===== src/design/hts_pkg.sv =====
// ----------------------------------------------------------------------------
// hts_pkg
// Shared widths, register indexes, default gains and saturation helpers for
// the Holt trend smoothing forecaster.
// ----------------------------------------------------------------------------
package hts_pkg;

    localparam int LVL_W  = 40;
    localparam int TRD_W  = 41;
    localparam int OPD_W  = 44;
    localparam int HALF_W = 22;
    localparam int PRD_W  = 40;
    localparam int ACC_W  = 61;
    localparam int RND_W  = ACC_W - 16;
    localparam int FACC_W = 48;
    localparam int GAIN_W = 16;
    localparam int STEP_W = 7;
    localparam int IDX_W  = 2;
    localparam int CNT_W  = 2;

    localparam logic [IDX_W-1:0] REG_LEVEL_GAIN = 2'd0;
    localparam logic [IDX_W-1:0] REG_TREND_GAIN = 2'd1;
    localparam logic [IDX_W-1:0] REG_HORIZON    = 2'd2;

    localparam logic [GAIN_W-1:0] DEF_LEVEL_GAIN = 16'd19661;
    localparam logic [GAIN_W-1:0] DEF_TREND_GAIN = 16'd6554;
    localparam logic [STEP_W-1:0] DEF_HORIZON    = 7'd8;

    localparam logic [CNT_W-1:0] MIN_SAMPLES = 2'd3;

    localparam logic signed [FACC_W-1:0] LVL_MAX = 48'sh007F_FFFF_FFFF;
    localparam logic signed [FACC_W-1:0] LVL_MIN = -LVL_MAX - 48'sd1;
    localparam logic signed [FACC_W-1:0] TRD_MAX = 48'sh00FF_FFFF_FFFF;
    localparam logic signed [FACC_W-1:0] TRD_MIN = -TRD_MAX - 48'sd1;

    typedef struct packed {
        logic lo;
        logic hi;
    } t_mac_ctl;

    function automatic logic signed [LVL_W-1:0] sat_lvl(input logic signed [FACC_W-1:0] v);
        logic signed [LVL_W-1:0] r;
        if (v > LVL_MAX) begin
            r = LVL_MAX[LVL_W-1:0];
        end else if (v < LVL_MIN) begin
            r = LVL_MIN[LVL_W-1:0];
        end else begin
            r = v[LVL_W-1:0];
        end
        return r;
    endfunction

    function automatic logic signed [TRD_W-1:0] sat_trd(input logic signed [FACC_W-1:0] v);
        logic signed [TRD_W-1:0] r;
        if (v > TRD_MAX) begin
            r = TRD_MAX[TRD_W-1:0];
        end else if (v < TRD_MIN) begin
            r = TRD_MIN[TRD_W-1:0];
        end else begin
            r = v[TRD_W-1:0];
        end
        return r;
    endfunction

endpackage


===== src/design/hts_if.sv =====
// ----------------------------------------------------------------------------
// hts_if
// Valid/ready channels of the forecaster: sample input, forecast output and
// configuration writes.
// ----------------------------------------------------------------------------
interface hts_in_if #(
    parameter int SAMPLE_BITS = 24
) ();
    logic                   valid;
    logic                   ready;
    logic [SAMPLE_BITS-1:0] sample;
    logic                   last_sample;

    modport source(output valid, sample, last_sample, input ready);
    modport sink(input valid, sample, last_sample, output ready);
endinterface

interface hts_out_if import hts_pkg::*; ();
    logic                    valid;
    logic                    ready;
    logic signed [LVL_W-1:0] forecast_value;
    logic [STEP_W-1:0]       step_ahead;
    logic                    too_few;
    logic                    last_result;

    modport source(output valid, forecast_value, step_ahead, too_few, last_result,
                   input ready);
    modport sink(input valid, forecast_value, step_ahead, too_few, last_result,
                 output ready);
endinterface

interface hts_cfg_if import hts_pkg::*; ();
    logic              valid;
    logic              ready;
    logic [IDX_W-1:0]  index;
    logic [GAIN_W-1:0] data;

    modport source(output valid, index, data, input ready);
    modport sink(input valid, index, data, output ready);
endinterface


===== src/design/hts_mac.sv =====
// ----------------------------------------------------------------------------
// hts_mac
// Shared gain multiplier: a 44 bit operand times a 16 bit gain in two halves,
// accumulated with half-up rounding; the result is the product over 2^16.
// ----------------------------------------------------------------------------
module hts_mac import hts_pkg::*; (
    input  logic                    i_clk,
    input  t_mac_ctl                i_ctl,
    input  logic signed [OPD_W-1:0] i_opd,
    input  logic [GAIN_W-1:0]       i_gain,
    output logic signed [RND_W-1:0] o_rnd
);

    logic signed [HALF_W:0]   w_a;
    logic signed [GAIN_W:0]   w_b;
    logic signed [PRD_W-1:0]  w_prod;
    logic signed [ACC_W-1:0]  w_prod_x;
    logic signed [ACC_W-1:0]  r_acc;
    logic signed [ACC_W-1:0]  n_acc;

    assign w_a      = i_ctl.lo ? $signed({1'b0, i_opd[HALF_W-1:0]})
                               : $signed({i_opd[OPD_W-1], i_opd[OPD_W-1:HALF_W]});
    assign w_b      = $signed({1'b0, i_gain});
    assign w_prod   = w_a * w_b;
    assign w_prod_x = ACC_W'(w_prod);

    always_comb begin
        n_acc = r_acc;
        if (i_ctl.lo) begin
            n_acc = w_prod_x;
        end else if (i_ctl.hi) begin
            n_acc = r_acc + (w_prod_x <<< HALF_W) + ACC_W'(32768);
        end
    end

    always_ff @(posedge i_clk) begin
        r_acc <= n_acc;
    end

    assign o_rnd = r_acc[ACC_W-1:16];

endmodule


===== src/design/holt_trend_smoothing_forecaster_unit.sv =====
// ----------------------------------------------------------------------------
// holt_trend_smoothing_forecaster_unit
// Holt double exponential smoothing over Q16.8 demand samples with Q0.16
// gains; emits level + k*trend forecasts at the end of each series.
// ----------------------------------------------------------------------------
// One sample is taken at a time, and ready is low until the block returns to
// IDLE. The first two samples of a series pass through LOAD and END only; every
// later sample also walks MLO, MHI, LVL, TDIF, MLO, MHI and TRD, as the four
// dependent half products (two per gain) go through the single 23x17 multiplier.
// On the last sample the block then emits horizon forecasts (or one too_few
// result for series under three samples) at one item per cycle while the sink
// is ready, through a registered output, built by repeated addition of the
// trend. Configuration writes are always accepted and take effect on the next
// cycle, so a write while a sample is in flight changes the gains or horizon
// that sample uses; write them only between samples.
module holt_trend_smoothing_forecaster_unit import hts_pkg::*; #(
    parameter int MAX_HORIZON = 64,
    parameter int SAMPLE_BITS = 24
) (
    input  logic         i_clk,
    input  logic         i_rst_n,
    hts_in_if.sink       i_in,
    hts_out_if.source    o_out,
    hts_cfg_if.sink      i_cfg
);

    localparam logic [3:0] S_IDLE  = 4'd0;
    localparam logic [3:0] S_LOAD  = 4'd1;
    localparam logic [3:0] S_MLO   = 4'd2;
    localparam logic [3:0] S_MHI   = 4'd3;
    localparam logic [3:0] S_LVL   = 4'd4;
    localparam logic [3:0] S_TDIF  = 4'd5;
    localparam logic [3:0] S_TRD   = 4'd6;
    localparam logic [3:0] S_END   = 4'd7;
    localparam logic [3:0] S_EMIT  = 4'd8;

    localparam logic [STEP_W-1:0] MAX_H = STEP_W'(MAX_HORIZON);

    logic [3:0]              r_state, n_state;
    logic [GAIN_W-1:0]       r_level_gain, r_trend_gain;
    logic [STEP_W-1:0]       r_horizon;
    logic [SAMPLE_BITS-1:0]  r_x, r_first;
    logic                    r_last;
    logic [CNT_W-1:0]        r_seen, n_seen;
    logic signed [LVL_W-1:0] r_level, n_level, r_lvn, n_lvn;
    logic signed [TRD_W-1:0] r_trend, n_trend;
    logic [SAMPLE_BITS-1:0]  n_first;
    logic signed [OPD_W-1:0] r_opd, n_opd;
    logic                    r_phase, n_phase;
    logic signed [FACC_W-1:0] r_facc, n_facc;
    logic [STEP_W-1:0]       r_k, n_k, r_n, n_n;

    logic                    r_out_valid, n_out_valid;
    logic signed [LVL_W-1:0] r_out_fc, n_out_fc;
    logic [STEP_W-1:0]       r_out_step, n_out_step;
    logic                    r_out_few, n_out_few;
    logic                    r_out_last, n_out_last;

    t_mac_ctl                w_ctl;
    logic [GAIN_W-1:0]       w_gain;
    logic signed [RND_W-1:0] w_rnd;
    logic                    w_in_acc;
    logic                    w_out_free;
    logic signed [FACC_W-1:0] w_level_x, w_trend_x, w_pred, w_x;
    logic [STEP_W-1:0]       w_hclamp;

    assign i_in.ready  = (r_state == S_IDLE);
    assign i_cfg.ready = 1'b1;
    assign w_in_acc    = i_in.valid && i_in.ready;
    assign w_out_free  = !r_out_valid || o_out.ready;

    assign w_level_x = FACC_W'(r_level);
    assign w_trend_x = FACC_W'(r_trend);
    assign w_pred    = w_level_x + w_trend_x;
    assign w_x       = $signed({{(FACC_W-SAMPLE_BITS){1'b0}}, r_x});

    always_comb begin
        if (r_phase) begin
            w_gain = (r_trend_gain != '0) ? r_trend_gain : DEF_TREND_GAIN;
        end else begin
            w_gain = (r_level_gain != '0) ? r_level_gain : DEF_LEVEL_GAIN;
        end
        if (r_horizon == '0) begin
            w_hclamp = STEP_W'(1);
        end else if (r_horizon > MAX_H) begin
            w_hclamp = MAX_H;
        end else begin
            w_hclamp = r_horizon;
        end
    end

    assign w_ctl.lo = (r_state == S_MLO);
    assign w_ctl.hi = (r_state == S_MHI);

    hts_mac u_mac (
        .i_clk  (i_clk),
        .i_ctl  (w_ctl),
        .i_opd  (r_opd),
        .i_gain (w_gain),
        .o_rnd  (w_rnd)
    );

    always_comb begin
        n_state     = r_state;
        n_seen      = r_seen;
        n_level     = r_level;
        n_trend     = r_trend;
        n_first     = r_first;
        n_lvn       = r_lvn;
        n_opd       = r_opd;
        n_phase     = r_phase;
        n_facc      = r_facc;
        n_k         = r_k;
        n_n         = r_n;
        n_out_valid = r_out_valid && !o_out.ready;
        n_out_fc    = r_out_fc;
        n_out_step  = r_out_step;
        n_out_few   = r_out_few;
        n_out_last  = r_out_last;
        case (r_state)
            S_IDLE: begin
                if (w_in_acc) begin
                    n_state = S_LOAD;
                end
            end
            S_LOAD: begin
                n_state = S_END;
                if (r_seen != MIN_SAMPLES) begin
                    n_seen = r_seen + CNT_W'(1);
                end
                if (r_seen == '0) begin
                    n_first = r_x;
                    n_level = LVL_W'(w_x);
                    n_trend = '0;
                end else if (r_seen == CNT_W'(1)) begin
                    n_trend = TRD_W'(w_x - $signed({{(FACC_W-SAMPLE_BITS){1'b0}}, r_first}));
                    n_level = LVL_W'(w_x);
                end else begin
                    n_opd   = OPD_W'(w_x - w_pred);
                    n_phase = 1'b0;
                    n_state = S_MLO;
                end
            end
            S_MLO: begin
                n_state = S_MHI;
            end
            S_MHI: begin
                n_state = r_phase ? S_TRD : S_LVL;
            end
            S_LVL: begin
                n_lvn   = sat_lvl(w_pred + FACC_W'(w_rnd));
                n_state = S_TDIF;
            end
            S_TDIF: begin
                n_opd   = OPD_W'(FACC_W'(r_lvn) - w_level_x - w_trend_x);
                n_level = r_lvn;
                n_phase = 1'b1;
                n_state = S_MLO;
            end
            S_TRD: begin
                n_trend = sat_trd(w_trend_x + FACC_W'(w_rnd));
                n_state = S_END;
            end
            S_END: begin
                if (!r_last) begin
                    n_state = S_IDLE;
                end else if (r_seen != MIN_SAMPLES) begin
                    if (w_out_free) begin
                        n_out_valid = 1'b1;
                        n_out_fc    = '0;
                        n_out_step  = '0;
                        n_out_few   = 1'b1;
                        n_out_last  = 1'b1;
                        n_seen      = '0;
                        n_level     = '0;
                        n_trend     = '0;
                        n_first     = '0;
                        n_state     = S_IDLE;
                    end
                end else begin
                    n_facc  = w_pred;
                    n_k     = STEP_W'(1);
                    n_n     = w_hclamp;
                    n_state = S_EMIT;
                end
            end
            S_EMIT: begin
                if (w_out_free) begin
                    n_out_valid = 1'b1;
                    n_out_fc    = sat_lvl(r_facc);
                    n_out_step  = r_k;
                    n_out_few   = 1'b0;
                    n_out_last  = (r_k == r_n);
                    n_facc      = r_facc + w_trend_x;
                    n_k         = r_k + STEP_W'(1);
                    if (r_k == r_n) begin
                        n_seen  = '0;
                        n_level = '0;
                        n_trend = '0;
                        n_first = '0;
                        n_state = S_IDLE;
                    end
                end
            end
            default: begin
                n_state = S_IDLE;
            end
        endcase
    end

    always_ff @(posedge i_clk) begin
        if (!i_rst_n) begin
            r_state      <= S_IDLE;
            r_seen       <= '0;
            r_level      <= '0;
            r_trend      <= '0;
            r_first      <= '0;
            r_out_valid  <= 1'b0;
            r_level_gain <= DEF_LEVEL_GAIN;
            r_trend_gain <= DEF_TREND_GAIN;
            r_horizon    <= DEF_HORIZON;
        end else begin
            r_state     <= n_state;
            r_seen      <= n_seen;
            r_level     <= n_level;
            r_trend     <= n_trend;
            r_first     <= n_first;
            r_out_valid <= n_out_valid;
            if (i_cfg.valid) begin
                case (i_cfg.index)
                    REG_LEVEL_GAIN: r_level_gain <= i_cfg.data;
                    REG_TREND_GAIN: r_trend_gain <= i_cfg.data;
                    REG_HORIZON:    r_horizon    <= i_cfg.data[STEP_W-1:0];
                    default: begin
                    end
                endcase
            end
        end
    end

    always_ff @(posedge i_clk) begin
        if (w_in_acc) begin
            r_x    <= i_in.sample[SAMPLE_BITS-1:0];
            r_last <= i_in.last_sample;
        end
        r_lvn      <= n_lvn;
        r_opd      <= n_opd;
        r_phase    <= n_phase;
        r_facc     <= n_facc;
        r_k        <= n_k;
        r_n        <= n_n;
        r_out_fc   <= n_out_fc;
        r_out_step <= n_out_step;
        r_out_few  <= n_out_few;
        r_out_last <= n_out_last;
    end

    assign o_out.valid          = r_out_valid;
    assign o_out.forecast_value = r_out_fc;
    assign o_out.step_ahead     = r_out_step;
    assign o_out.too_few        = r_out_few;
    assign o_out.last_result    = r_out_last;

endmodule


===== src/flat_wrapper.sv =====
// flat-port wrapper written by rule: the top's interface ports become plain ports
module holt_trend_smoothing_forecaster_unit_flat import hts_pkg::*;
#(
    parameter int MAX_HORIZON = 64,
    parameter int SAMPLE_BITS = 24
)
  (i_clk, i_rst_n, i_in_valid, i_in_sample, i_in_last_sample, i_in_ready, o_out_valid, o_out_forecast_value, o_out_step_ahead, o_out_too_few, o_out_last_result, o_out_ready, i_cfg_valid, i_cfg_index, i_cfg_data, i_cfg_ready);
  hts_in_if #(.SAMPLE_BITS(SAMPLE_BITS)) i_in_i ();
  hts_out_if o_out_i ();
  hts_cfg_if i_cfg_i ();
  input  logic i_clk;
  input  logic i_rst_n;
  input wire logic [$bits(i_in_i.valid)-1:0] i_in_valid;
  input wire logic [$bits(i_in_i.sample)-1:0] i_in_sample;
  input wire logic [$bits(i_in_i.last_sample)-1:0] i_in_last_sample;
  output wire logic [$bits(i_in_i.ready)-1:0] i_in_ready;
  output wire logic [$bits(o_out_i.valid)-1:0] o_out_valid;
  output wire logic [$bits(o_out_i.forecast_value)-1:0] o_out_forecast_value;
  output wire logic [$bits(o_out_i.step_ahead)-1:0] o_out_step_ahead;
  output wire logic [$bits(o_out_i.too_few)-1:0] o_out_too_few;
  output wire logic [$bits(o_out_i.last_result)-1:0] o_out_last_result;
  input wire logic [$bits(o_out_i.ready)-1:0] o_out_ready;
  input wire logic [$bits(i_cfg_i.valid)-1:0] i_cfg_valid;
  input wire logic [$bits(i_cfg_i.index)-1:0] i_cfg_index;
  input wire logic [$bits(i_cfg_i.data)-1:0] i_cfg_data;
  output wire logic [$bits(i_cfg_i.ready)-1:0] i_cfg_ready;
  assign i_in_i.valid = i_in_valid;
  assign i_in_i.sample = i_in_sample;
  assign i_in_i.last_sample = i_in_last_sample;
  assign i_in_ready = i_in_i.ready;
  assign o_out_valid = o_out_i.valid;
  assign o_out_forecast_value = o_out_i.forecast_value;
  assign o_out_step_ahead = o_out_i.step_ahead;
  assign o_out_too_few = o_out_i.too_few;
  assign o_out_last_result = o_out_i.last_result;
  assign o_out_i.ready = o_out_ready;
  assign i_cfg_i.valid = i_cfg_valid;
  assign i_cfg_i.index = i_cfg_index;
  assign i_cfg_i.data = i_cfg_data;
  assign i_cfg_ready = i_cfg_i.ready;
  holt_trend_smoothing_forecaster_unit #(.MAX_HORIZON(MAX_HORIZON), .SAMPLE_BITS(SAMPLE_BITS)) u_core (.i_clk(i_clk), .i_rst_n(i_rst_n), .i_in(i_in_i), .o_out(o_out_i), .i_cfg(i_cfg_i));
endmodule

===== config.mk =====
export PLATFORM = sky130hd
export DESIGN_NAME = holt_trend_smoothing_forecaster_unit_flat
export DESIGN_NICKNAME = d
export VERILOG_FILES = /design/src/design/hts_pkg.sv /design/src/design/hts_if.sv /design/src/design/hts_mac.sv /design/src/design/holt_trend_smoothing_forecaster_unit.sv /design/src/flat_wrapper.sv
export SDC_FILE = /design/constraint.sdc
export NUM_CORES = 2
export LEC_CHECK = 0
export BUFFER_PORTS_ARGS = -buffer_cell sky130_fd_sc_hd__buf_2
export CORE_ASPECT_RATIO = 0.5
export CORE_UTILIZATION = 30
export CTS_CLUSTER_SIZE = 40
export DETAILED_ROUTE_END_ITERATION = 6
export HOLD_SLACK_MARGIN = 0.15
export PLACE_DENSITY = 0.48
export RECOVER_POWER = 25
export SLEW_MARGIN = 20
export SYNTH_ARGS = -nofsm -noshare
export SYNTH_HDL_FRONTEND = slang
export SYNTH_SLANG_ARGS = --single-unit

===== constraint.sdc =====
create_clock -name i_clk -period 12.85 [get_ports i_clk]
set_clock_uncertainty 0.15 [all_clocks]
set_input_delay 2.57 -clock i_clk [delete_from_list [all_inputs] [get_ports i_clk]]
set_output_delay 2.57 -clock i_clk [all_outputs]
set_load 0.005 [all_outputs]

Yosys cells after proc, flatten, opt, wreduce, memory -nomap -nowiden
Cells that the tools add are included.
{"block": "word_totals", "reg_bits": 433, "input_bits": 48, "out_inout_bits": 52}
{"block": "op_classes", "addsub": 12, "n_mul": 1, "magnitude_cmp": 7, "eq_ne": 26, "muxes": 84, "bitwise_logic": 1, "n_reduce_logical": 30}
{"cell": "two-way mux 40 bit", "count": 11}
{"cell": "two-way mux 41 bit", "count": 9}
{"cell": "one-hot mux 41 bit (4 select lines)", "count": 1}
{"cell": "one-hot mux 40 bit (4 select lines)", "count": 1}
{"cell": "two-way mux 24 bit", "count": 6}
{"cell": "two-way mux 48 bit", "count": 3}
{"cell": "two-way mux 61 bit", "count": 2}
{"cell": "> comparator 48 x 40 -> 1 bit, second input constant", "count": 2}
{"cell": "< comparator 48 x 40 -> 1 bit, second input constant", "count": 2}
{"cell": "one-hot mux 48 bit (2 select lines)", "count": 1}
{"cell": "two-way mux 44 bit", "count": 2}
{"cell": "one-hot mux 44 bit (2 select lines)", "count": 1}
{"cell": "one-hot mux 40 bit (2 select lines)", "count": 1}
{"cell": "one-hot mux 24 bit (3 select lines)", "count": 1}
{"cell": "adder 61 x 17 -> 61 bit, second input constant", "count": 1}
{"cell": "adder 61 bit", "count": 1}
{"cell": "two-way mux 7 bit", "count": 8}
{"cell": "adder 48 x 41 -> 48 bit", "count": 1}
{"cell": "> comparator 48 x 41 -> 1 bit, second input constant", "count": 1}
{"cell": "< comparator 48 x 41 -> 1 bit, second input constant", "count": 1}
{"cell": "two-way mux 16 bit", "count": 3}
{"cell": "adder 41 x 45 -> 46 bit", "count": 1}
{"cell": "adder 42 x 45 -> 46 bit", "count": 1}
{"cell": "subtractor 25 x 42 -> 43 bit", "count": 1}
{"cell": "other kinds (45)", "count": 99}

Depth between registers and ports, before layout
{"block": "depth", "depth_word": 8, "mapped_depth": 43, "ltp_nobuf": 39}

Hierarchy
From an unflattened synthesis, not the netlist that was laid out.
{"block": "unflattened", "cells_unflattened": 5806, "hier_area_um2": 50126.8}
{"mod": "holt_trend_smoothing_forecaster_unit", "n_inst": 1, "cells_per_inst": 3745, "area_each_um2": 31819.3}
{"mod": "hts_mac", "n_inst": 1, "cells_per_inst": 2061, "area_each_um2": 18307.6}

Least setup slack after synthesis
OpenSTA, ideal clock, no wires.
{"block": "synth_timing", "kind": "register to register", "startpoint": "register u_core.r_state[2]", "endpoint": "register u_core.u_mac.r_acc[60] (data pin)", "setup_time_ps": 266, "t_arrival_ps": 8996, "required_time_ps": 12434, "setup_slack_ps": 3439, "stages_incl_launch_ff": 39, "path_buffers": 3, "synth_period_minus_slack_ps": 9411, "cell_sequence": "dfxtp_1 > buf_1 > nor2_1 > nand2_1 > buf_1 > mux2i_1 > nor2_1 > fa_1 > inv_1 > fa_1 > fa_1 > fa_1 > inv_1 > fa_1 > inv_1 > fa_1 > inv_1 > ha_1 > (+3 left out) > o31ai_1 > a21boi_0 > o21ai_0 > nor2_1 > nor2_1 > o21bai_1 > a21oi_1 > xnor2_1 > ha_1 > nand3_1 > o21ai_0 > a31oi_1 > o31a_1 > a211o_1 > o21ai_1 > xor2_1 > xnor2_1 > o21ai_1"}
{"block": "synth_via", "elab_chain_cells": 7}
{"element": "start, declared", "line_no": "holt_trend_smoothing_forecaster_unit.sv:39", "rtl": "logic [3:0] r_state, n_state;"}
{"element": "start signal, assigned", "line_no": "holt_trend_smoothing_forecaster_unit.sv:223", "rtl": "r_state <= n_state;"}
{"element": "== test 4 x 2 -> 1 bit (*)", "line_no": "holt_trend_smoothing_forecaster_unit.sv:92", "rtl": "assign w_ctl.lo = (r_state == S_MLO);"}
{"element": "two-way mux 23 bit", "line_no": "hts_mac.sv:21", "rtl": "assign w_a = i_ctl.lo ? $signed({1'b0, i_opd[HALF_W-1:0]})"}
{"element": "multiplier 23 x 17 -> 40 bit", "line_no": "hts_mac.sv:24", "rtl": "assign w_prod = w_a * w_b;"}
{"element": "adder 61 bit", "line_no": "hts_mac.sv:32", "rtl": "n_acc = r_acc + (w_prod_x <<< HALF_W) + ACC_W'(32768);"}
{"element": "adder 61 x 17 -> 61 bit", "line_no": "hts_mac.sv:32"}
{"element": "two-way mux 61 bit", "line_no": "hts_mac.sv:31", "rtl": "end else if (i_ctl.hi) begin"}
{"element": "two-way mux 61 bit (*)", "line_no": "hts_mac.sv:29", "rtl": "if (i_ctl.lo) begin"}
{"element": "via u_core.u_mac.n_acc[60]", "line_no": "hts_mac.sv:19", "rtl": "logic signed [ACC_W-1:0] n_acc;"}
{"element": "end signal, assigned", "line_no": "hts_mac.sv:37", "rtl": "r_acc <= n_acc;"}
{"element": "end, declared", "line_no": "hts_mac.sv:18", "rtl": "logic signed [ACC_W-1:0] r_acc;"}
Mark *: on every way through the listed nets, which the timed path passes. The rest lies on a longest branch. The select of a mux whose other input is x is not followed.
A chain may end at the register's enable or synchronous reset.

Worst setup path in the final report
{"block": "layout_timing", "startpoint": "register u_core.r_phase", "endpoint": "register u_core.u_mac.r_acc[60] (data pin)"}
{"block": "layout_via", "elab_chain_cells": 6}
{"element": "start, declared", "line_no": "holt_trend_smoothing_forecaster_unit.sv:49", "rtl": "logic r_phase, n_phase;"}
{"element": "start signal, assigned", "line_no": "holt_trend_smoothing_forecaster_unit.sv:248", "rtl": "r_phase <= n_phase;"}
{"element": "two-way mux 16 bit (*)", "line_no": "holt_trend_smoothing_forecaster_unit.sv:78", "rtl": "if (r_phase) begin"}
{"element": "multiplier 23 x 17 -> 40 bit (*)", "line_no": "hts_mac.sv:24"}
{"element": "adder 61 bit", "line_no": "hts_mac.sv:32"}
{"element": "adder 61 x 17 -> 61 bit", "line_no": "hts_mac.sv:32"}
{"element": "two-way mux 61 bit", "line_no": "hts_mac.sv:31"}
{"element": "two-way mux 61 bit (*)", "line_no": "hts_mac.sv:29"}
{"element": "via u_core.u_mac.n_acc[60]", "line_no": "hts_mac.sv:19"}
Marked as above.

==> impl_metrics.py <==
metrics = {
    "floorplanning": {
        "die_w_um": 565,
        "die_area_um2": 160000,
        "num_io_pins": 100,
        "core.rowCount": 102,
        "fp.coreArea_um2": 156000,
        "chipHeight_um": 283,
        "start_util_pct": 30.5,
    },
    "grt": {
        "met3_usage_pct": 2.56,
        "grt_max_degree": 58,
        "grt_use_met1_pct": 32.1,
        "antenna_found_initial": 6,
        "grt_pass1_vias": 40307,
        "grt_usage_pct": 21.2,
        "overflow": 0,
        "grt_pass1_wl_um": 258000,
        "use_met2_pct": 32.2,
        "grt.busiest_layer": "met2",
    },
    "cells_and_area": {
        "layout-drive-gt1-share_pct": 5.74,
        "finalNonFillerCells": 7672,
        "final_util_pct": 33.4,
        "area_delta_synth_final_pct": 9.77,
        "fin_nets": 6465,
    },
    "routing": {
        "drt_wl_total_um": 171000,
        "vias": 40704,
        "dr.first_iter.drc_count": 3609,
        "vias_per_cell": 5.31,
        "antenna_left": 0,
        "drt_pass1_iterations": 6,
        "wire_per_inst_um": 22.2,
        "drc": 0,
    },
    "logic_synthesis": {
        "synth_edf_count": 266,
        "postSynthAreaPerCell_um2": 8.59,
        "synth_xor_area_share_pct": 6.19,
        "synthArstFlopShare_pct": 0,
        "ys_seq_elements": 417,
        "synth_fp_nets": 6448,
        "synth.area.mux_share_pct": 0.851,
        "ys_seq_area_share_pct": 23.2,
        "yosys_warnings": 0,
        "yosysUniqueCellTypes": 103,
        "synth-adder-area-share_pct": 29.4,
        "synth_cells": 5531,
        "synth_compound_area_share_pct": 18.1,
        "synth_area_um2": 47500,
        "synthFlopType": "edfxtp_1",
        "yosys.area_share.simple_pct": 15.2,
        "synth_top_family_by_area": "adder cells",
    },
    "timing": {
        "tightest_slew_ps": 3460,
        "setup_viol": 0,
        "rsz0062_at_grt": "false",
        "fin_crit_ps": 11040,
        "finalSetupTns_ps": 0,
        "hold_ws_ps": 304,
        "final_hold_viol_count": 0,
        "drv_slew": 191,
        "max_freq_mhz": 90.6,
        "finalCritPeriodShare_pct": 85.9,
        "slew_headroom_pct": -131,
    },
    "setup_path": {
        "crit_path_end_kind": "flip-flop",
        "critPathMaxStageDelay_ps": 740,
        "rr_worst_depth": 35,
        "crit_path_start_kind": "flip-flop",
        "worstPathMaxFanout": 15,
        "worst_ep_arrival_time_ps": 11220,
        "r2r_end": "u_core.u_mac.r_acc[60]",
        "required_ps": 13030,
        "cpMostUsedCell": "fa_1",
        "critPathSlowestCell": "edfxtp_1",
        "reg2reg_slack_ps": 1810,
        "critical_path_class": "flip-flop to flip-flop",
        "r2r-start": "u_core.r_phase",
    },
    "clock_network": {
        "path_clk_slew_ps": 70,
        "clk-insertion-delay-late_ps": 660,
        "cts.repair.resized": 0,
        "htreeDepth": 2,
        "tritoncts": "done",
        "post_cts_buffers": 0,
        "clkSinkCount": 417,
        "cts_hold_buffers": 0,
        "clk_path_buf_depth": 3,
        "cts_root_buffer": "clkbuf_16",
        "cts_buffers": 52,
    },
    "worst_hold_path": {
        "hold_depth": 2,
        "hold_class": "flip-flop to flip-flop",
        "hold_end": "u_core.r_first[19]",
        "min_from": "u_core.r_first[19]",
    },
    "run": {
        "maxCapViolations": 4,
    },
    "placement": {
        "portBuffers": 98,
        "dp_cells": 7574,
        "gp_congestion": 0.947,
        "dp_hpwl_um": 137000,
    },
    "run_status": {
        "outcome": "complete, but fails checks",
        "violations": "max-capacitance violations, max-slew violations",
    },
}
## synth_stat cells, drive strengths merged, types with 9 or more instances
cell type	n	area [um2]
a211o	10	87.6
a211oi	30	240
a21boi	13	97.6
a21o	178	1340
a21oi	427	2140
a221oi	10	100
a22oi	35	263
a311oi	29	254
a31o	9	78.8
a31oi	38	253
and2	31	194
and3	27	169
and4	12	105
buf	27	141
clkbuf	166	627
dfxtp	151	3020
edfxtp	266	7990
fa	410	8210
ha	459	5740
inv	692	2600
mux2i	37	370
nand2	636	2390
nand2b	56	350
nand3	136	681
nand3b	12	90.1
nand4	50	313
nor2	494	1860
nor2b	38	238
nor3	42	236
nor4	29	209
o211ai	17	133
o21a	46	345
o21ai	341	1710
o21bai	59	454
o22a	10	87.6
o22ai	18	119
o31ai	24	190
or2	10	62.6
or3	19	119
xnor2	183	1600
xor2	152	1340
## logic make-up after synthesis
| family | Yosys count |
|---|---|
| buf+inv | 886 |
| compound gates | 1368 |
| xor+xnor | 335 |
| simple gates | 1615 |
| fa+ha+maj | 869 |
| flops | 417 |
| mux | 40 |
| other cells | 1 |
## cell usage in the layout (no fill, tap or decap), types with 14 or more instances in the layout
master     count
o21bai_1      58
buf_4         54
nand2_1      635
nand3_1      136
clkbuf_16     53
a211oi_1      26
fa_1         410
nand4_1       50
o211ai_1      16
a311oi_1      29
or3_1         19
nor2_1       490
xnor2_1      183
o31ai_1       21
o22ai_1       14
xor2_1       151
ha_1         459
nor2b_1       38
o21ai_1       31
nand2b_1      56
a31oi_1       35
o21a_1        46
and3_1        27
dfxtp_1      151
nor4_1        26
buf_2         96
edfxtp_1     266
o21ai_0      310
mux2i_1       30
nor3_1        36
a22oi_1       35
a21oi_1      423
and2_1        24
inv_1        690
a21o_1       178
## per-stage QoR
step	area (um2)	setup slack, ps
5_1_grt	52100	1010
3_3_place_gp	50400	1910
2_1_floorplan	47500	3440
3_5_place_dp	50500	1980
6_report	52100	1810
4_1_cts	52200	1840
## cell type report
type | instances | area [um2]
clock buffer | 58 | 1380
fill | 16317 | 104000
tap | 2080 | 2600
sequential | 417 | 11000
timing repair buffer | 156 | 908
multi-input combinational | 4228 | 33300
inverter | 693 | 2600
antenna | 1 | 2.50
clock inverter | 39 | 347
## routing by layer
metal  share of wire [%]  up-vias  wire (um)
met5                   0        -          0
met3                 6.1      146      10500
met4                 1.6        0       2800
li1                    -    18854          -
met2                  43     1242      73200
met1                  49    20462      84200
## critical path, delay by kind of cell, from the launching register on
family          cells  cell delay (ps)
compound gates     14             3860
xor+xnor            3              480
flops               1              740
buf+inv             5              770
simple gates        5              710
fa+ha+maj           8             3970
## sequential cells by signal, summed over array words and instances (netlist names), 16 cells and up
register                     count
u_core.o_out.forecast_value     40
u_core.r_facc                   48
u_core.r_first                  24
u_core.r_level                  40
u_core.r_level_gain             16
u_core.r_lvn                    40
u_core.r_opd                    43
u_core.r_trend                  41
u_core.r_trend_gain             16
u_core.r_x                      24
u_core.u_mac.r_acc              46
## worst max path at each step
| stage | from | end | slack (ps) | depth (start not counted) |
|---|---|---|---|---|
| floorplan | u_core.r_state[2] | u_core.u_mac.r_acc[60] | 3440 | 38 |
| global placement | u_core.r_state[1] | u_core.u_mac.r_acc[60] | 1910 | 35 |
| detailed placement | u_core.r_phase | u_core.u_mac.r_acc[60] | 1980 | 35 |
| CTS | u_core.r_phase | u_core.u_mac.r_acc[60] | 1840 | 35 |
| global route | u_core.r_phase | u_core.u_mac.r_acc[60] | 1010 | 35 |
| finish | u_core.r_phase | u_core.u_mac.r_acc[60] | 1810 | 35 |
Power is not shown: default switching activity piles up to over one toggle a cycle in this logic, so the estimate is an artifact.
